<file path="src/hdl/ip_fragment_hole_tracker_core_macros.svh">
// ----------------------------------------------------------------------------
// ip_fragment_hole_tracker_core_macros
// assertion macros shared by the hole tracker modules
// ----------------------------------------------------------------------------
`ifndef IP_FRAGMENT_HOLE_TRACKER_CORE_MACROS_SVH
`define IP_FRAGMENT_HOLE_TRACKER_CORE_MACROS_SVH

// same-cycle implication
`define IPFHT_ASSERT_SAME(lbl, ante, cons, msg) \
   lbl: assert property (@(posedge clock) disable iff (reset) (ante) |-> (cons)) \
      else $error(msg);

// next-cycle implication
`define IPFHT_ASSERT_NEXT(lbl, ante, cons, msg) \
   lbl: assert property (@(posedge clock) disable iff (reset) (ante) |=> (cons)) \
      else $error(msg);

`endif

</file>
<file path="src/hdl/ipfht_pkg.sv">
// ----------------------------------------------------------------------------
// ipfht_pkg
// types and constants of the ip fragment hole tracker
// ----------------------------------------------------------------------------
`default_nettype none

package ipfht_pkg;

   localparam int TIMER_W = 15;

   localparam logic [15:0] OPEN_END      = 16'hffff;
   localparam logic [15:0] LAST_BYTE_MAX = 16'hfffe;

   localparam logic [2:0] ST_PARTIAL   = 3'd0;
   localparam logic [2:0] ST_COMPLETE  = 3'd1;
   localparam logic [2:0] ST_NO_HOLE   = 3'd2;
   localparam logic [2:0] ST_NO_CTX    = 3'd3;
   localparam logic [2:0] ST_HOLE_FULL = 3'd4;
   localparam logic [2:0] ST_TICK_DONE = 3'd5;

   typedef struct packed {
      logic        func;
      logic [31:0] src_addr;
      logic [31:0] dst_addr;
      logic [7:0]  protocol;
      logic [15:0] datagram_id;
      logic [12:0] frag_offset;
      logic        more_fragments;
      logic [15:0] total_len;
      logic [3:0]  header_words;
   } req_type;

   typedef struct packed {
      logic [2:0]  status;
      logic [2:0]  slot;
      logic [15:0] datagram_len;
      logic [5:0]  first_header_len;
      logic [3:0]  expired_count;
   } rsp_type;

   typedef struct packed {
      logic        tick;
      logic        empty;
      logic [31:0] src_addr;
      logic [31:0] dst_addr;
      logic [7:0]  protocol;
      logic [15:0] datagram_id;
      logic [15:0] ffirst;
      logic [15:0] flast;
      logic        mf;
      logic [5:0]  hdr;
   } cmd_type;

   typedef struct packed {
      logic [31:0]        src_addr;
      logic [31:0]        dst_addr;
      logic [7:0]         protocol;
      logic [15:0]        datagram_id;
      logic [TIMER_W-1:0] timer;
      logic [15:0]        length;
      logic               length_known;
      logic [5:0]         header_len;
   } ctx_entry_type;

endpackage

`default_nettype wire

</file>
<file path="src/hdl/ipfht_front.sv">
// ----------------------------------------------------------------------------
// ipfht_front
// takes request words, works out byte range and key, queues them for the back end
// ----------------------------------------------------------------------------
`default_nettype none
`include "ip_fragment_hole_tracker_core_macros.svh"

module ipfht_front (
   input  logic              clock,
   input  logic              reset,
   input  logic              req_valid,
   output logic              req_ready,
   input  ipfht_pkg::req_type req_data,
   output logic              cmd_valid,
   input  logic              cmd_ready,
   output ipfht_pkg::cmd_type cmd
);
   import ipfht_pkg::*;

   cmd_type     q_ff [2];
   logic [1:0]  cnt_ff;
   logic        wr_ptr_ff;
   logic        rd_ptr_ff;
   logic        push;
   logic        pop;
   cmd_type     cls;
   logic [5:0]  hdr;
   logic [15:0] ffirst;
   logic [16:0] last_sum;

   assign req_ready = (cnt_ff != 2'd2);
   assign cmd_valid = (cnt_ff != 2'd0);
   assign cmd       = q_ff[rd_ptr_ff];
   assign push      = req_valid && req_ready;
   assign pop       = cmd_valid && cmd_ready;

   always_comb begin
      hdr      = {req_data.header_words, 2'b00};
      ffirst   = {req_data.frag_offset, 3'b000};
      last_sum = 17'(ffirst) + 17'(req_data.total_len - 16'(hdr)) - 17'd1;
      cls.tick        = req_data.func;
      cls.empty       = (req_data.total_len <= 16'(hdr));
      cls.src_addr    = req_data.src_addr;
      cls.dst_addr    = req_data.dst_addr;
      cls.protocol    = req_data.protocol;
      cls.datagram_id = req_data.datagram_id;
      cls.ffirst      = ffirst;
      cls.flast       = (last_sum > 17'(LAST_BYTE_MAX)) ? LAST_BYTE_MAX : last_sum[15:0];
      cls.mf          = req_data.more_fragments;
      cls.hdr         = hdr;
   end

   always_ff @(posedge clock) begin
      if (reset) begin
         cnt_ff    <= 2'd0;
         wr_ptr_ff <= 1'b0;
         rd_ptr_ff <= 1'b0;
      end else begin
         if (push) begin
            q_ff[wr_ptr_ff] <= cls;
            wr_ptr_ff       <= ~wr_ptr_ff;
         end
         if (pop) begin
            rd_ptr_ff <= ~rd_ptr_ff;
         end
         if (push && !pop) begin
            cnt_ff <= cnt_ff + 2'd1;
         end else if (pop && !push) begin
            cnt_ff <= cnt_ff - 2'd1;
         end
      end
   end

   `IPFHT_ASSERT_SAME(a_cnt_bound, 1'b1, cnt_ff <= 2'd2, "queue count out of range")
   `IPFHT_ASSERT_NEXT(a_cnt_up, push && !pop, cnt_ff == $past(cnt_ff) + 2'd1, "push lost")
   `IPFHT_ASSERT_NEXT(a_cnt_down, pop && !push, cnt_ff == $past(cnt_ff) - 2'd1, "pop lost")

endmodule

`default_nettype wire

</file>
<file path="src/hdl/ipfht_back.sv">
// ----------------------------------------------------------------------------
// ipfht_back
// context lookup, hole list rewrite, timer ticks and result register
// ----------------------------------------------------------------------------
`default_nettype none
`include "ip_fragment_hole_tracker_core_macros.svh"

module ipfht_back #(
   parameter int CONTEXT_SLOTS     = 8,
   parameter int HOLES_PER_CONTEXT = 8
) (
   input  logic                             clock,
   input  logic                             reset,
   input  logic                             cmd_valid,
   output logic                             cmd_ready,
   input  ipfht_pkg::cmd_type               cmd,
   input  logic [ipfht_pkg::TIMER_W-1:0]    timeout,
   output logic                             rsp_valid,
   input  logic                             rsp_ready,
   output ipfht_pkg::rsp_type               rsp_data
);
   import ipfht_pkg::*;

   localparam int SW     = $clog2(CONTEXT_SLOTS);
   localparam int SCW    = $clog2(CONTEXT_SLOTS + 1);
   localparam int CW     = $clog2(HOLES_PER_CONTEXT + 1);
   localparam int TDEPTH = 2 * HOLES_PER_CONTEXT;
   localparam int TW     = $clog2(TDEPTH);
   localparam int TCW    = $clog2(TDEPTH + 1);
   localparam int HT     = CONTEXT_SLOTS * HOLES_PER_CONTEXT;
   localparam int HAW    = $clog2(HT);

   typedef enum logic [3:0] {
      S_IDLE, S_LK_RD, S_LK_CMP, S_H_RD, S_H_PROC, S_H_WR2, S_DECIDE,
      S_CP_RD, S_CP_WR, S_T_RD, S_T_UPD, S_OUT
   } state_type;

   state_type              state_ff;
   cmd_type                cmd_ff;
   logic [SCW-1:0]         c_ff;
   logic [SW-1:0]          slot_ff;
   logic [SW-1:0]          free_ff;
   logic                   free_found_ff;
   logic                   fresh_ff;
   logic                   ovl_ff;
   logic [CW-1:0]          k_ff;
   logic [CW-1:0]          cnt_cur_ff;
   logic [TCW-1:0]         m_ff;
   logic [31:0]            pend_ff;
   ctx_entry_type          cur_ff;
   logic [SCW-1:0]         exp_ff;
   rsp_type                res_ff;
   rsp_type                rsp_data_ff;
   logic                   rsp_valid_ff;
   logic [CONTEXT_SLOTS-1:0] ctx_valid_ff;

   ctx_entry_type          ctx_mem [CONTEXT_SLOTS];
   logic [CW-1:0]          cnt_mem [CONTEXT_SLOTS];
   logic [31:0]            hole_mem [HT];
   logic [31:0]            tbuf_mem [TDEPTH];
   ctx_entry_type          ctx_rd_ff;
   logic [CW-1:0]          cnt_rd_ff;
   logic [31:0]            hole_rd_ff;
   logic [31:0]            tbuf_rd_ff;

   logic [SW-1:0]          c_idx;
   logic [HAW-1:0]         hole_addr;
   logic [15:0]            hf;
   logic [15:0]            hl;
   logic                   hit;
   logic                   need_a;
   logic                   need_b;
   logic                   emit_vld;
   logic [15:0]            ef;
   logic [15:0]            el;
   logic                   trim;
   logic                   keep;
   logic                   tbuf_we;
   logic [31:0]            tbuf_wdata;
   logic                   key_hit;
   logic [CW-1:0]          nh;
   ctx_entry_type          new_ent;
   ctx_entry_type          tick_ent;
   logic                   ctx_we;
   logic [SW-1:0]          ctx_waddr;
   ctx_entry_type          ctx_wdata;
   logic [CW-1:0]          cnt_wdata;
   logic                   hole_we;
   logic [31:0]            slot_ext;
   logic [31:0]            exp_ext;

   assign cmd_ready = (state_ff == S_IDLE);
   assign rsp_valid = rsp_valid_ff;
   assign rsp_data  = rsp_data_ff;
   assign c_idx     = c_ff[SW-1:0];
   assign hole_addr = HAW'(32'(slot_ff) * HOLES_PER_CONTEXT + 32'(k_ff));
   assign slot_ext  = 32'(slot_ff);
   assign exp_ext   = 32'(exp_ff);
   assign nh        = fresh_ff ? CW'(1) : cnt_cur_ff;

   assign key_hit = (ctx_rd_ff.src_addr == cmd_ff.src_addr) &&
                    (ctx_rd_ff.dst_addr == cmd_ff.dst_addr) &&
                    (ctx_rd_ff.protocol == cmd_ff.protocol) &&
                    (ctx_rd_ff.datagram_id == cmd_ff.datagram_id);

   // hole split and trim
   always_comb begin
      hf     = fresh_ff ? 16'h0000 : hole_rd_ff[31:16];
      hl     = fresh_ff ? OPEN_END : hole_rd_ff[15:0];
      hit    = !((cmd_ff.ffirst > hl) || (cmd_ff.flast < hf));
      need_a = (cmd_ff.ffirst > hf);
      need_b = (cmd_ff.flast < hl);
      emit_vld = 1'b0;
      ef       = hf;
      el       = hl;
      if (state_ff == S_H_PROC) begin
         if (!hit) begin
            emit_vld = 1'b1;
         end else if (need_a) begin
            emit_vld = 1'b1;
            el       = cmd_ff.ffirst - 16'd1;
         end else if (need_b) begin
            emit_vld = 1'b1;
            ef       = cmd_ff.flast + 16'd1;
         end
      end else if (state_ff == S_H_WR2) begin
         emit_vld = 1'b1;
         ef       = pend_ff[31:16];
         el       = pend_ff[15:0];
      end
      trim       = !cmd_ff.mf && (el == OPEN_END);
      keep       = !(trim && (ef > cmd_ff.flast));
      tbuf_we    = emit_vld && keep;
      tbuf_wdata = {ef, trim ? cmd_ff.flast : el};
   end

   // context entry updates
   always_comb begin
      new_ent = cur_ff;
      if (fresh_ff) begin
         new_ent.src_addr     = cmd_ff.src_addr;
         new_ent.dst_addr     = cmd_ff.dst_addr;
         new_ent.protocol     = cmd_ff.protocol;
         new_ent.datagram_id  = cmd_ff.datagram_id;
         new_ent.length       = 16'd0;
         new_ent.length_known = 1'b0;
         new_ent.header_len   = 6'd0;
      end
      new_ent.timer = timeout;
      if (!cmd_ff.mf) begin
         new_ent.length       = cmd_ff.flast + 16'd1;
         new_ent.length_known = 1'b1;
      end
      if (cmd_ff.ffirst == 16'd0) begin
         new_ent.header_len = cmd_ff.hdr;
      end
      tick_ent = ctx_rd_ff;
      if (ctx_rd_ff.timer != '0) begin
         tick_ent.timer = ctx_rd_ff.timer - TIMER_W'(1);
      end
   end

   always_comb begin
      ctx_we    = 1'b0;
      ctx_waddr = c_idx;
      ctx_wdata = tick_ent;
      cnt_wdata = cnt_rd_ff;
      if (state_ff == S_DECIDE) begin
         ctx_we    = ovl_ff && (m_ff <= TCW'(HOLES_PER_CONTEXT));
         ctx_waddr = slot_ff;
         ctx_wdata = new_ent;
         cnt_wdata = CW'(m_ff);
      end else if (state_ff == S_T_UPD) begin
         ctx_we = (tick_ent.timer != '0);
      end
      hole_we = (state_ff == S_CP_WR);
   end

   always_ff @(posedge clock) begin
      ctx_rd_ff  <= ctx_mem[c_idx];
      cnt_rd_ff  <= cnt_mem[c_idx];
      hole_rd_ff <= hole_mem[hole_addr];
      tbuf_rd_ff <= tbuf_mem[TW'(k_ff)];
      if (ctx_we) begin
         ctx_mem[ctx_waddr] <= ctx_wdata;
         cnt_mem[ctx_waddr] <= cnt_wdata;
      end
      if (hole_we) begin
         hole_mem[hole_addr] <= tbuf_rd_ff;
      end
      if (tbuf_we) begin
         tbuf_mem[m_ff[TW-1:0]] <= tbuf_wdata;
      end
   end

   always_ff @(posedge clock) begin
      if (reset) begin
         state_ff     <= S_IDLE;
         rsp_valid_ff <= 1'b0;
         ctx_valid_ff <= '0;
         m_ff         <= '0;
      end else begin
         if (rsp_valid_ff && rsp_ready && (state_ff != S_OUT)) begin
            rsp_valid_ff <= 1'b0;
         end
         if (tbuf_we) begin
            m_ff <= m_ff + TCW'(1);
         end
         unique case (state_ff)
            S_IDLE: begin
               if (cmd_valid) begin
                  cmd_ff        <= cmd;
                  c_ff          <= '0;
                  exp_ff        <= '0;
                  free_found_ff <= 1'b0;
                  if (cmd.tick) begin
                     state_ff <= S_T_RD;
                  end else if (cmd.empty) begin
                     res_ff   <= '{status: ST_NO_HOLE, default: '0};
                     state_ff <= S_OUT;
                  end else begin
                     state_ff <= S_LK_RD;
                  end
               end
            end
            S_LK_RD: begin
               k_ff   <= '0;
               m_ff   <= '0;
               ovl_ff <= 1'b0;
               if (c_ff == SCW'(CONTEXT_SLOTS)) begin
                  if (free_found_ff) begin
                     slot_ff  <= free_ff;
                     fresh_ff <= 1'b1;
                     state_ff <= S_H_RD;
                  end else begin
                     res_ff   <= '{status: ST_NO_CTX, default: '0};
                     state_ff <= S_OUT;
                  end
               end else if (!ctx_valid_ff[c_idx]) begin
                  if (!free_found_ff) begin
                     free_ff       <= c_idx;
                     free_found_ff <= 1'b1;
                  end
                  c_ff <= c_ff + SCW'(1);
               end else begin
                  state_ff <= S_LK_CMP;
               end
            end
            S_LK_CMP: begin
               if (key_hit) begin
                  slot_ff    <= c_idx;
                  fresh_ff   <= 1'b0;
                  cur_ff     <= ctx_rd_ff;
                  cnt_cur_ff <= cnt_rd_ff;
                  state_ff   <= S_H_RD;
               end else begin
                  c_ff     <= c_ff + SCW'(1);
                  state_ff <= S_LK_RD;
               end
            end
            S_H_RD: begin
               if (k_ff == nh) begin
                  state_ff <= S_DECIDE;
               end else begin
                  state_ff <= S_H_PROC;
               end
            end
            S_H_PROC: begin
               if (hit) begin
                  ovl_ff <= 1'b1;
               end
               if (hit && need_a && need_b) begin
                  pend_ff  <= {cmd_ff.flast + 16'd1, hl};
                  state_ff <= S_H_WR2;
               end else begin
                  k_ff     <= k_ff + CW'(1);
                  state_ff <= S_H_RD;
               end
            end
            S_H_WR2: begin
               k_ff     <= k_ff + CW'(1);
               state_ff <= S_H_RD;
            end
            S_DECIDE: begin
               k_ff     <= '0;
               state_ff <= S_OUT;
               if (!ovl_ff) begin
                  res_ff <= '{status: ST_NO_HOLE, slot: slot_ext[2:0],
                              first_header_len: fresh_ff ? 6'd0 : cur_ff.header_len,
                              default: '0};
               end else if (m_ff > TCW'(HOLES_PER_CONTEXT)) begin
                  res_ff <= '{status: ST_HOLE_FULL, slot: slot_ext[2:0], default: '0};
               end else if (m_ff == '0) begin
                  ctx_valid_ff[slot_ff] <= 1'b0;
                  res_ff <= '{status: ST_COMPLETE, slot: slot_ext[2:0],
                              datagram_len: new_ent.length_known ? new_ent.length : 16'd0,
                              first_header_len: new_ent.header_len, default: '0};
               end else begin
                  ctx_valid_ff[slot_ff] <= 1'b1;
                  res_ff <= '{status: ST_PARTIAL, slot: slot_ext[2:0],
                              first_header_len: new_ent.header_len, default: '0};
                  state_ff <= S_CP_RD;
               end
            end
            S_CP_RD: begin
               if (TCW'(k_ff) == m_ff) begin
                  state_ff <= S_OUT;
               end else begin
                  state_ff <= S_CP_WR;
               end
            end
            S_CP_WR: begin
               k_ff     <= k_ff + CW'(1);
               state_ff <= S_CP_RD;
            end
            S_T_RD: begin
               if (c_ff == SCW'(CONTEXT_SLOTS)) begin
                  res_ff   <= '{status: ST_TICK_DONE, expired_count: exp_ext[3:0],
                                default: '0};
                  state_ff <= S_OUT;
               end else if (!ctx_valid_ff[c_idx]) begin
                  c_ff <= c_ff + SCW'(1);
               end else begin
                  state_ff <= S_T_UPD;
               end
            end
            S_T_UPD: begin
               if (tick_ent.timer == '0) begin
                  ctx_valid_ff[c_idx] <= 1'b0;
                  exp_ff              <= exp_ff + SCW'(1);
               end
               c_ff     <= c_ff + SCW'(1);
               state_ff <= S_T_RD;
            end
            S_OUT: begin
               if (!rsp_valid_ff || rsp_ready) begin
                  rsp_data_ff  <= res_ff;
                  rsp_valid_ff <= 1'b1;
                  state_ff     <= S_IDLE;
               end
            end
            default: begin
               state_ff <= S_IDLE;
            end
         endcase
      end
   end

   `IPFHT_ASSERT_SAME(a_tbuf_bound, 1'b1, m_ff <= TCW'(TDEPTH), "hole buffer overrun")
   `IPFHT_ASSERT_NEXT(a_out_load, state_ff == S_OUT && (!rsp_valid_ff || rsp_ready),
      rsp_valid_ff && state_ff == S_IDLE, "result not loaded")
   `IPFHT_ASSERT_SAME(a_done_freed, state_ff == S_OUT && res_ff.status == ST_COMPLETE,
      !ctx_valid_ff[slot_ff], "completed context still valid")

endmodule

`default_nettype wire

</file>
<file path="src/hdl/ip_fragment_hole_tracker_core.sv">
// ----------------------------------------------------------------------------
// ip_fragment_hole_tracker_core
// ipv4 reassembly tracking by hole descriptors, one status word per request
// ----------------------------------------------------------------------------
// req_ carries fragment or tick words (valid/ready); rsp_ returns one status
// word per request (valid/ready); csr_we/csr_wdata load the context timeout.
// a fragment searches the context slots one by one, walks its holes and writes the
// new hole list back one hole at a time; the context scan and the single-port
// hole memory set its time. an empty fragment goes straight to the result with
// a no-hole status. a tick visits every slot in turn and counts the expiries.
// a two-word input queue takes new requests while the back end works and a
// result waits in the output register; if the receiver stalls, the back end
// holds its finished word and stops, and the queue fills, then req_ready drops.
// reset frees all contexts and loads a timeout of 3 ticks; no clearing pass.
// ----------------------------------------------------------------------------
`default_nettype none

module ip_fragment_hole_tracker_core #(
   parameter int CONTEXT_SLOTS     = 8,
   parameter int HOLES_PER_CONTEXT = 8
) (
   input  logic                          clock,
   input  logic                          reset,
   input  logic                          req_valid,
   output logic                          req_ready,
   input  ipfht_pkg::req_type            req_data,
   output logic                          rsp_valid,
   input  logic                          rsp_ready,
   output ipfht_pkg::rsp_type            rsp_data,
   input  logic                          csr_we,
   input  logic [ipfht_pkg::TIMER_W-1:0] csr_wdata
);
   import ipfht_pkg::*;

   logic [TIMER_W-1:0] timeout_ff;
   logic               cmd_valid;
   logic               cmd_ready;
   cmd_type            cmd;

   always_ff @(posedge clock) begin
      if (reset) begin
         timeout_ff <= TIMER_W'(3);
      end else if (csr_we) begin
         timeout_ff <= csr_wdata;
      end
   end

   ipfht_front u_front (
      .clock     (clock),
      .reset     (reset),
      .req_valid (req_valid),
      .req_ready (req_ready),
      .req_data  (req_data),
      .cmd_valid (cmd_valid),
      .cmd_ready (cmd_ready),
      .cmd       (cmd)
   );

   ipfht_back #(
      .CONTEXT_SLOTS     (CONTEXT_SLOTS),
      .HOLES_PER_CONTEXT (HOLES_PER_CONTEXT)
   ) u_back (
      .clock     (clock),
      .reset     (reset),
      .cmd_valid (cmd_valid),
      .cmd_ready (cmd_ready),
      .cmd       (cmd),
      .timeout   (timeout_ff),
      .rsp_valid (rsp_valid),
      .rsp_ready (rsp_ready),
      .rsp_data  (rsp_data)
   );

endmodule

`default_nettype wire
</file>
<file path="config.mk">
export PLATFORM = sky130hd
export DESIGN_NAME = ip_fragment_hole_tracker_core
export DESIGN_NICKNAME = d
export VERILOG_FILES = /design/src/hdl/ipfht_pkg.sv /design/src/hdl/ipfht_front.sv /design/src/hdl/ipfht_back.sv /design/src/hdl/ip_fragment_hole_tracker_core.sv
export VERILOG_INCLUDE_DIRS = /design/src /design/src/hdl
export SDC_FILE = /design/constraint.sdc
export NUM_CORES = 2
export LEC_CHECK = 0
export BUFFER_PORTS_ARGS = -buffer_cell sky130_fd_sc_hd__buf_4
export CORE_ASPECT_RATIO = 1.1
export CORE_UTILIZATION = 43
export CTS_CLUSTER_SIZE = 25
export DETAILED_ROUTE_END_ITERATION = 12
export HOLD_SLACK_MARGIN = 0.08
export PLACE_DENSITY = 0.58
export SETUP_SLACK_MARGIN = 0.4
export SLEW_MARGIN = 20
export SYNTH_ARGS = -nofsm -noshare
export SYNTH_HDL_FRONTEND = slang
export SYNTH_SLANG_ARGS = --single-unit
</file>
<file path="constraint.sdc">
create_clock -name clock -period 11.5 [get_ports clock]
set_clock_uncertainty 0.05 [all_clocks]
set_input_delay 0.575 -clock clock [delete_from_list [all_inputs] [get_ports clock]]
set_output_delay 0.575 -clock clock [all_outputs]
set_load 0.05 [all_outputs]
</file>
======== After elaboration in Yosys (flattened, before gate mapping) ========
Memories as Yosys holds them, arrays and structs flattened. A register that Yosys moved wholly into a read port is not among the register bits.
Cells that the tools add are included.
word-level totals
  bits of input ports ..................... 143
  bits in writable memories ............... 3848
  output and inout port bits .............. 34
  memories ................................ 5
  bits in registers ....................... 396
memory list
  name             words  bits a word  read ports  clocked after Yosys merged registers in  wr ports  RTL line           RTL
  u_back.hole_mem  64     32           1           1                                        1         ipfht_back.sv:59   logic [31:0] hole_mem [HT];
  u_back.ctx_mem   8      126          1           1                                        1         ipfht_back.sv:57   ctx_entry_type ctx_mem [CONTEXT_SLOTS];
  u_back.tbuf_mem  16     32           1           1                                        1         ipfht_back.sv:60   logic [31:0] tbuf_mem [TDEPTH];
  u_front.q_ff     2      124          1           1                                        1         ipfht_front.sv:20  cmd_type q_ff [2];
  u_back.cnt_mem   8      4            1           1                                        1         ipfht_back.sv:58   logic [CW-1:0] cnt_mem [CONTEXT_SLOTS];
operators by class
  equal/unequal tests ..................... 42
  add/subtract/negate cells ............... 13
  $lt $le $gt $ge ......................... 13
  bitwise gates (word level) .............. 11
  reductions and logical operators ........ 59
  muxes and demuxes ....................... 108
operator list
  kind                   number
  $mux 32                8
  $mux 16                14
  $pmux 32 s4            1
  $mux 126               1
  $mux 88                1
  $mux 4                 20
  $eq 32x32->1           2
  $gt 16x16->1           3
  $pmux 4 s12            1
  $lt 16x16->1           2
  $mux 8                 4
  $mux 1                 31
  $mux 30                1
  $reduce_bool 15->1     2
  $ne 2x2->1 const B     12
  $mux 23                1
  $eq 4x4->1 const B     5
  $reduce_and 3->1       6
  $add 16x17->17         1
  $gt 17x16->1 const B   1
  $logic_and 1x1->1      17
  $mux 17                1
  $sub 16x6->17          1
  $sub 17x1->17 const B  1
  54 further kinds       109

======== Depth between registers and ports, before layout ========
  depth after elaboration ................. 12
  depth in mapped cells ................... 31
  mapped depth without buffers ............ 25

======== Cells and area by module ========
From an unflattened synthesis, not the netlist that was laid out.
unflattened totals
  cell total of the unflattened synthesis .. 9432
  area, all modules ....................... 164192.5 µm²
modules (own cells, without submodules)
  module                         area each (µm²)  cells each  sequential area each (µm²)  instances
  ipfht_back                     153175.7         8785        123128.1                    1
  ipfht_front                    10471.3          599         7547.2                      1
  ip_fragment_hole_tracker_core  545.5            48          300.3                       1

======== Worst setup path after synthesis ========
OpenSTA, ideal clock, no wires.
  path type ............................... register to register
  from .................................... register u_front.cnt_ff[0]
  to ...................................... memory u_front.q_ff[1][0] in the netlist's numbering, enable pin
  data required time ...................... 10.665 ns
  library setup time ...................... 0.785 ns
  stages on the path, launching flop included .. 4
  data arrival time ....................... 10.089 ns
  setup slack ............................. 0.577 ns
  path buffers ............................ 0
  cells stage by stage .................... dfxtp_1 > nand2b_1 > nand2_1 > nor3b_1
on the way
  word-level cells in the longest chain between the ends .. 5
RTL lines
  item                          RTL line                             RTL
  start, declared               ipfht_front.sv:21                    logic [1:0] cnt_ff;
  start signal, assigned        ipfht_front.sv:67                    cnt_ff <= cnt_ff + 2'd1;
  start signal, assigned        ipfht_front.sv:69                    cnt_ff <= cnt_ff - 2'd1;
  $ne 2x2->1                    ipfht_front.sv:31                    assign req_ready = (cnt_ff != 2'd2);
  named net req_ready           ip_fragment_hole_tracker_core.sv:25  output logic req_ready,
  $logic_and 1x1->1             ipfht_front.sv:34                    assign push = req_valid && req_ready;
  $mux 1                        ipfht_front.sv:59                    if (push) begin
  $mux 1                        ipfht_front.sv:54                    if (reset) begin
  $mux 1 (not written as such)  ipfht_front.sv:60                    q_ff[wr_ptr_ff] <= cls;
  end, declared                 ipfht_front.sv:20
The timed path passes the listed nets, and every way through them passes these cells.

======== Worst setup path after layout ========
  from .................................... register u_back.fresh_ff
  to ...................................... memory u_back.tbuf_mem[15][10], enable pin
on the way
  word-level cells in the longest chain between the ends .. 12
RTL lines
  item                              RTL line           RTL
  start, declared                   ipfht_back.sv:44   logic fresh_ff;
  start signal, assigned            ipfht_back.sv:233  fresh_ff <= 1'b1;
  start signal, assigned            ipfht_back.sv:252  fresh_ff <= 1'b0;
  $mux 16 (*)                       ipfht_back.sv:109  hl = fresh_ff ? OPEN_END : hole_rd_ff[15:0];
  named net u_back.hl[6]            ipfht_back.sv:69   logic [15:0] hl;
  $lt 16x16->1                      ipfht_back.sv:112  need_b = (cmd_ff.flast < hl);
  $mux 16                           ipfht_back.sv:122  end else if (need_b) begin
  $mux 16                           ipfht_back.sv:119  end else if (need_a) begin
  $mux 16 (*)                       ipfht_back.sv:117  if (!hit) begin
  $mux 16 (*)                       ipfht_back.sv:116  if (state_ff == S_H_PROC) begin
  named net u_back.ef[6]            ipfht_back.sv:74   logic [15:0] ef;
  $gt 16x16->1 (*)                  ipfht_back.sv:132  keep = !(trim && (ef > cmd_ff.flast));
  $logic_and 1x1->1 (*)             ipfht_back.sv:132
  $logic_not 1->1 (*)               ipfht_back.sv:132
  $logic_and 1x1->1 (*)             ipfht_back.sv:133  tbuf_we = emit_vld && keep;
  $mux 1 (*)                        ipfht_back.sv:191  if (tbuf_we) begin
  $mux 1 (not written as such) (*)  ipfht_back.sv:192  tbuf_mem[m_ff[TW-1:0]] <= tbuf_wdata;
  end, declared                     ipfht_back.sv:60
Mark *: on every way through the listed nets, which the timed path passes. The rest lies on a longest branch.

==> flow_summary.json <==
{
  "place.gp.congestion": 0.852,
  "grt_max_degree": 177,
  "ff2ff_path_depth": 25,
  "critPathCapture": "u_back.tbuf_mem[15][10]",
  "drive_above_1_share_pct": 14.1,
  "via_count": 92200,
  "cts-root-buf": "clkbuf_16",
  "hold_path_class": "in2reg",
  "yosysTopAreaCell": "edfxtp_1",
  "cts_buffers": 434,
  "fin_crit_ns": 8.93,
  "grt.busiest_layer": "met2",
  "crit_slowest_cell": "o21ai_1",
  "ys_async_sr_fraction_pct": 0,
  "finalMaxSlewViolations": 0,
  "cts.path.max_buffers": 4,
  "crit_type": "reg2reg",
  "dieWidth_um": 590,
  "relSlewSlack_pct": 17.6,
  "finalInstanceArea_um2": 188000,
  "clkLatencyLatePin_ns": 1.01,
  "synthMuxAreaShare_pct": 1.95,
  "p_leak_nw": 59.6,
  "maxCapViolCount": 0,
  "grt_usage_pct": 24.9,
  "drtIter0Drc": 10500,
  "avgSynthCellArea_um2": 17.5,
  "clk_pin_slew_ns": 0.06,
  "irDropWorstVdd_uv": 166,
  "ys_seq_area_share_pct": 80.1,
  "yosys_most_used_dff": "edfxtp_1",
  "yosys.area_share.simple_pct": 3.46,
  "cp-startpoint": "u_back.fresh_ff",
  "status": "completed",
  "wire_per_inst_um": 31.8,
  "viasPerCell": 6.02,
  "htree_num_levels": 5,
  "cts_num_sinks": 4434,
  "cp.required_ns": 12.12,
  "max_freq_mhz": 112,
  "synth-compound-area-share_pct": 11.1,
  "post_cts_buffers": 0,
  "nets": 10100,
  "synth_top_area_share_pct": 77.2,
  "seqCellArea_um2": 131000,
  "worstMarginPinSlew_ns": 1.22,
  "antenna_left": 0,
  "multiInputGateArea_um2": 30900,
  "pin_count": 177,
  "cp-start-kind": "flop",
  "fin_tns_setup_ns": 0,
  "routed_wl_mm": 487,
  "synth_nets": 9612,
  "fin_crit_sh_pct": 77.6,
  "final_common_cell": "edfxtp_1",
  "dp_hpwl_mm": 276,
  "critPathCaptureType": "flop",
  "critical_path.max_stage_delay_ns": 0.88,
  "dpl-instance-area_um2": 172000,
  "area_delta_synth_final_pct": 15.2,
  "most-common-layout-cells": "4202 x edfxtp_1, 1314 x a22oi_1, 435 x clkbuf_16",
  "timing.rr.end": "u_back.tbuf_mem[15][10]",
  "ys_types": 78,
  "antenna_found_initial": 44,
  "synth.yosys.warnings": 0,
  "synth_top_family_by_area": "compound AO/OA/AOI/OAI gates",
  "num_rows": 237,
  "hold_viol_final": 0,
  "synth_edf_count": 4202,
  "met3_usage_pct": 3.80,
  "dieArea_um2": 382000,
  "synth_cells": 9347,
  "power.density_nw_per_um2": 243,
  "die_y_um": 649,
  "grt_pass1_vias": 90500,
  "firstDrtPassIters": 6,
  "grt_use_met1_pct": 32.4,
  "synth-xor-area-share_pct": 0.842,
  "synthAdderAreaFrac_pct": 0.953,
  "core_um2": 378000,
  "reg2reg_slack_ns": 2.57,
  "r2r_start": "u_back.fresh_ff",
  "cts_tree": "yes",
  "io_buffers": 176,
  "grt_pass1_wl_mm": 684,
  "grt.overflow.total": 0,
  "ys_ff_latch": 4434,
  "drc": 0,
  "initial_core_util_pct": 43.2,
  "rsz0062_at_grt": "no",
  "arrival_ns": 9.55,
  "gr-usage-met2_pct": 42.1,
  "nFillCells": 31000,
  "ys_top_cells_by_area": "edfxtp_1 77%, a22oi_1 6.0%, dfxtp_1 2.8%",
  "setup_viol": 0,
  "syn_area_um2": 163000,
  "crit_fanout": 29
}
through the flow:
step / power (mW) / util, % / cells / hold slack, ns / worst slack [ns]
after floorplan: 26.8 / - / 9347 / 0.350 / 0.577
after global placement: 31.4 / 45.5 / 14300 / 0.356 / 2.56
after detailed placement: 31.6 / 45.5 / 14300 / 0.355 / 2.42
after CTS: 45.9 / 49.7 / 15200 / 0.102 / 2.35
after global routing: 47.2 / 49.7 / 15300 / 0.139 / 2.02
final: 45.7 / 49.8 / 15300 / 0.206 / 2.57
worst min-delay path by stage:
stage	start	depth (start not counted)	end
floorplan	u_back.res_ff[0]	0	u_back.rsp_data[0]
global placement	u_back.res_ff[26]	0	u_back.rsp_data[26]
CTS	req_data[15]	3	u_front.q_ff[0][122]
finish	rsp_ready	3	u_back.rsp_valid
global route	req_data[15]	3	u_front.q_ff[0][122]
detailed placement	u_back.res_ff[11]	0	u_back.rsp_data[11]
power by group:
part / total, mW / internal (mW) / leakage, nW / switching (mW)
combinational: 9.64 / 2.56 / 12.7 / 7.07
sequential: 21.8 / 20.7 / 39.9 / 1.14
clock: 14.3 / 8.14 / 6.98 / 6.15
metal layers:
metal	part of all wire (%)	wire length (µm)
met5	0.023	110
met4	4.0	19400
met3	7.6	36800
met2	49	240000
met1	39	191000
sequential cells by signal, summed over array words and instances (netlist names), 5 cells and up, named ones only:
signal / cells
timeout_ff: 15
u_back.cmd_ff: 122
u_back.cnt_mem: 32
u_back.ctx_mem: 1008
u_back.ctx_rd_ff: 126
u_back.cur_ff: 111
u_back.hole_mem: 2048
u_back.hole_rd_ff: 32
u_back.m_ff: 5
u_back.pend_ff: 32
u_back.res_ff: 32
u_back.rsp_data: 32
u_back.tbuf_mem: 512
u_back.tbuf_rd_ff: 32
u_front.q_ff: 248
layout make-up:
type                       count  area share [%]
antenna                       92           0.122
clock buffer                 579            6.26
clock inverter               229            1.39
inverter                     131           0.261
multi-input combinational   4240            16.4
sequential                  4434            69.5
tap                         5019            3.34
timing repair buffer         586            2.69
cells by family after synthesis:
logic type      Yosys count
buf+inv                 673
xor+xnor                157
simple gates           1151
compound gates         2515
mux                     295
flops                  4434
fa+ha+maj               122
Yosys cell counts (84+ instances only):
| cell type | n |
|---|---|
| xnor2_1 | 84 |
| o21ai_0 | 207 |
| a22o_1 | 215 |
| edfxtp_1 | 4202 |
| inv_1 | 128 |
| a22oi_1 | 1314 |
| dfxtp_1 | 232 |
| a21oi_1 | 209 |
| a221oi_1 | 224 |
| nand2_1 | 296 |
| buf_1 | 88 |
| a31oi_1 | 213 |
| mux2_2 | 144 |
| clkbuf_1 | 448 |
| mux2i_1 | 147 |
| nand4_1 | 237 |
| ha_1 | 118 |
| nor2_1 | 284 |
timing repair:
action / in CTS / in global routing
endpoints found under the hold margin: 254 / 0
hold buffers: 140 / 0
resized for setup: 0 / 0
worst max-delay path, delay by kind of cell, from the launching register on:
family                   cells  cell delay [ns]
AO/OA/AOI/OAI               12             3.50
adder cells (fa/ha/maj)      2             0.70
buffers and inverters        4             1.29
flip-flops                   1             0.59
AND/OR/NAND/NOR              7             2.44
No activity file was read; power rests on OpenSTA's default activity.
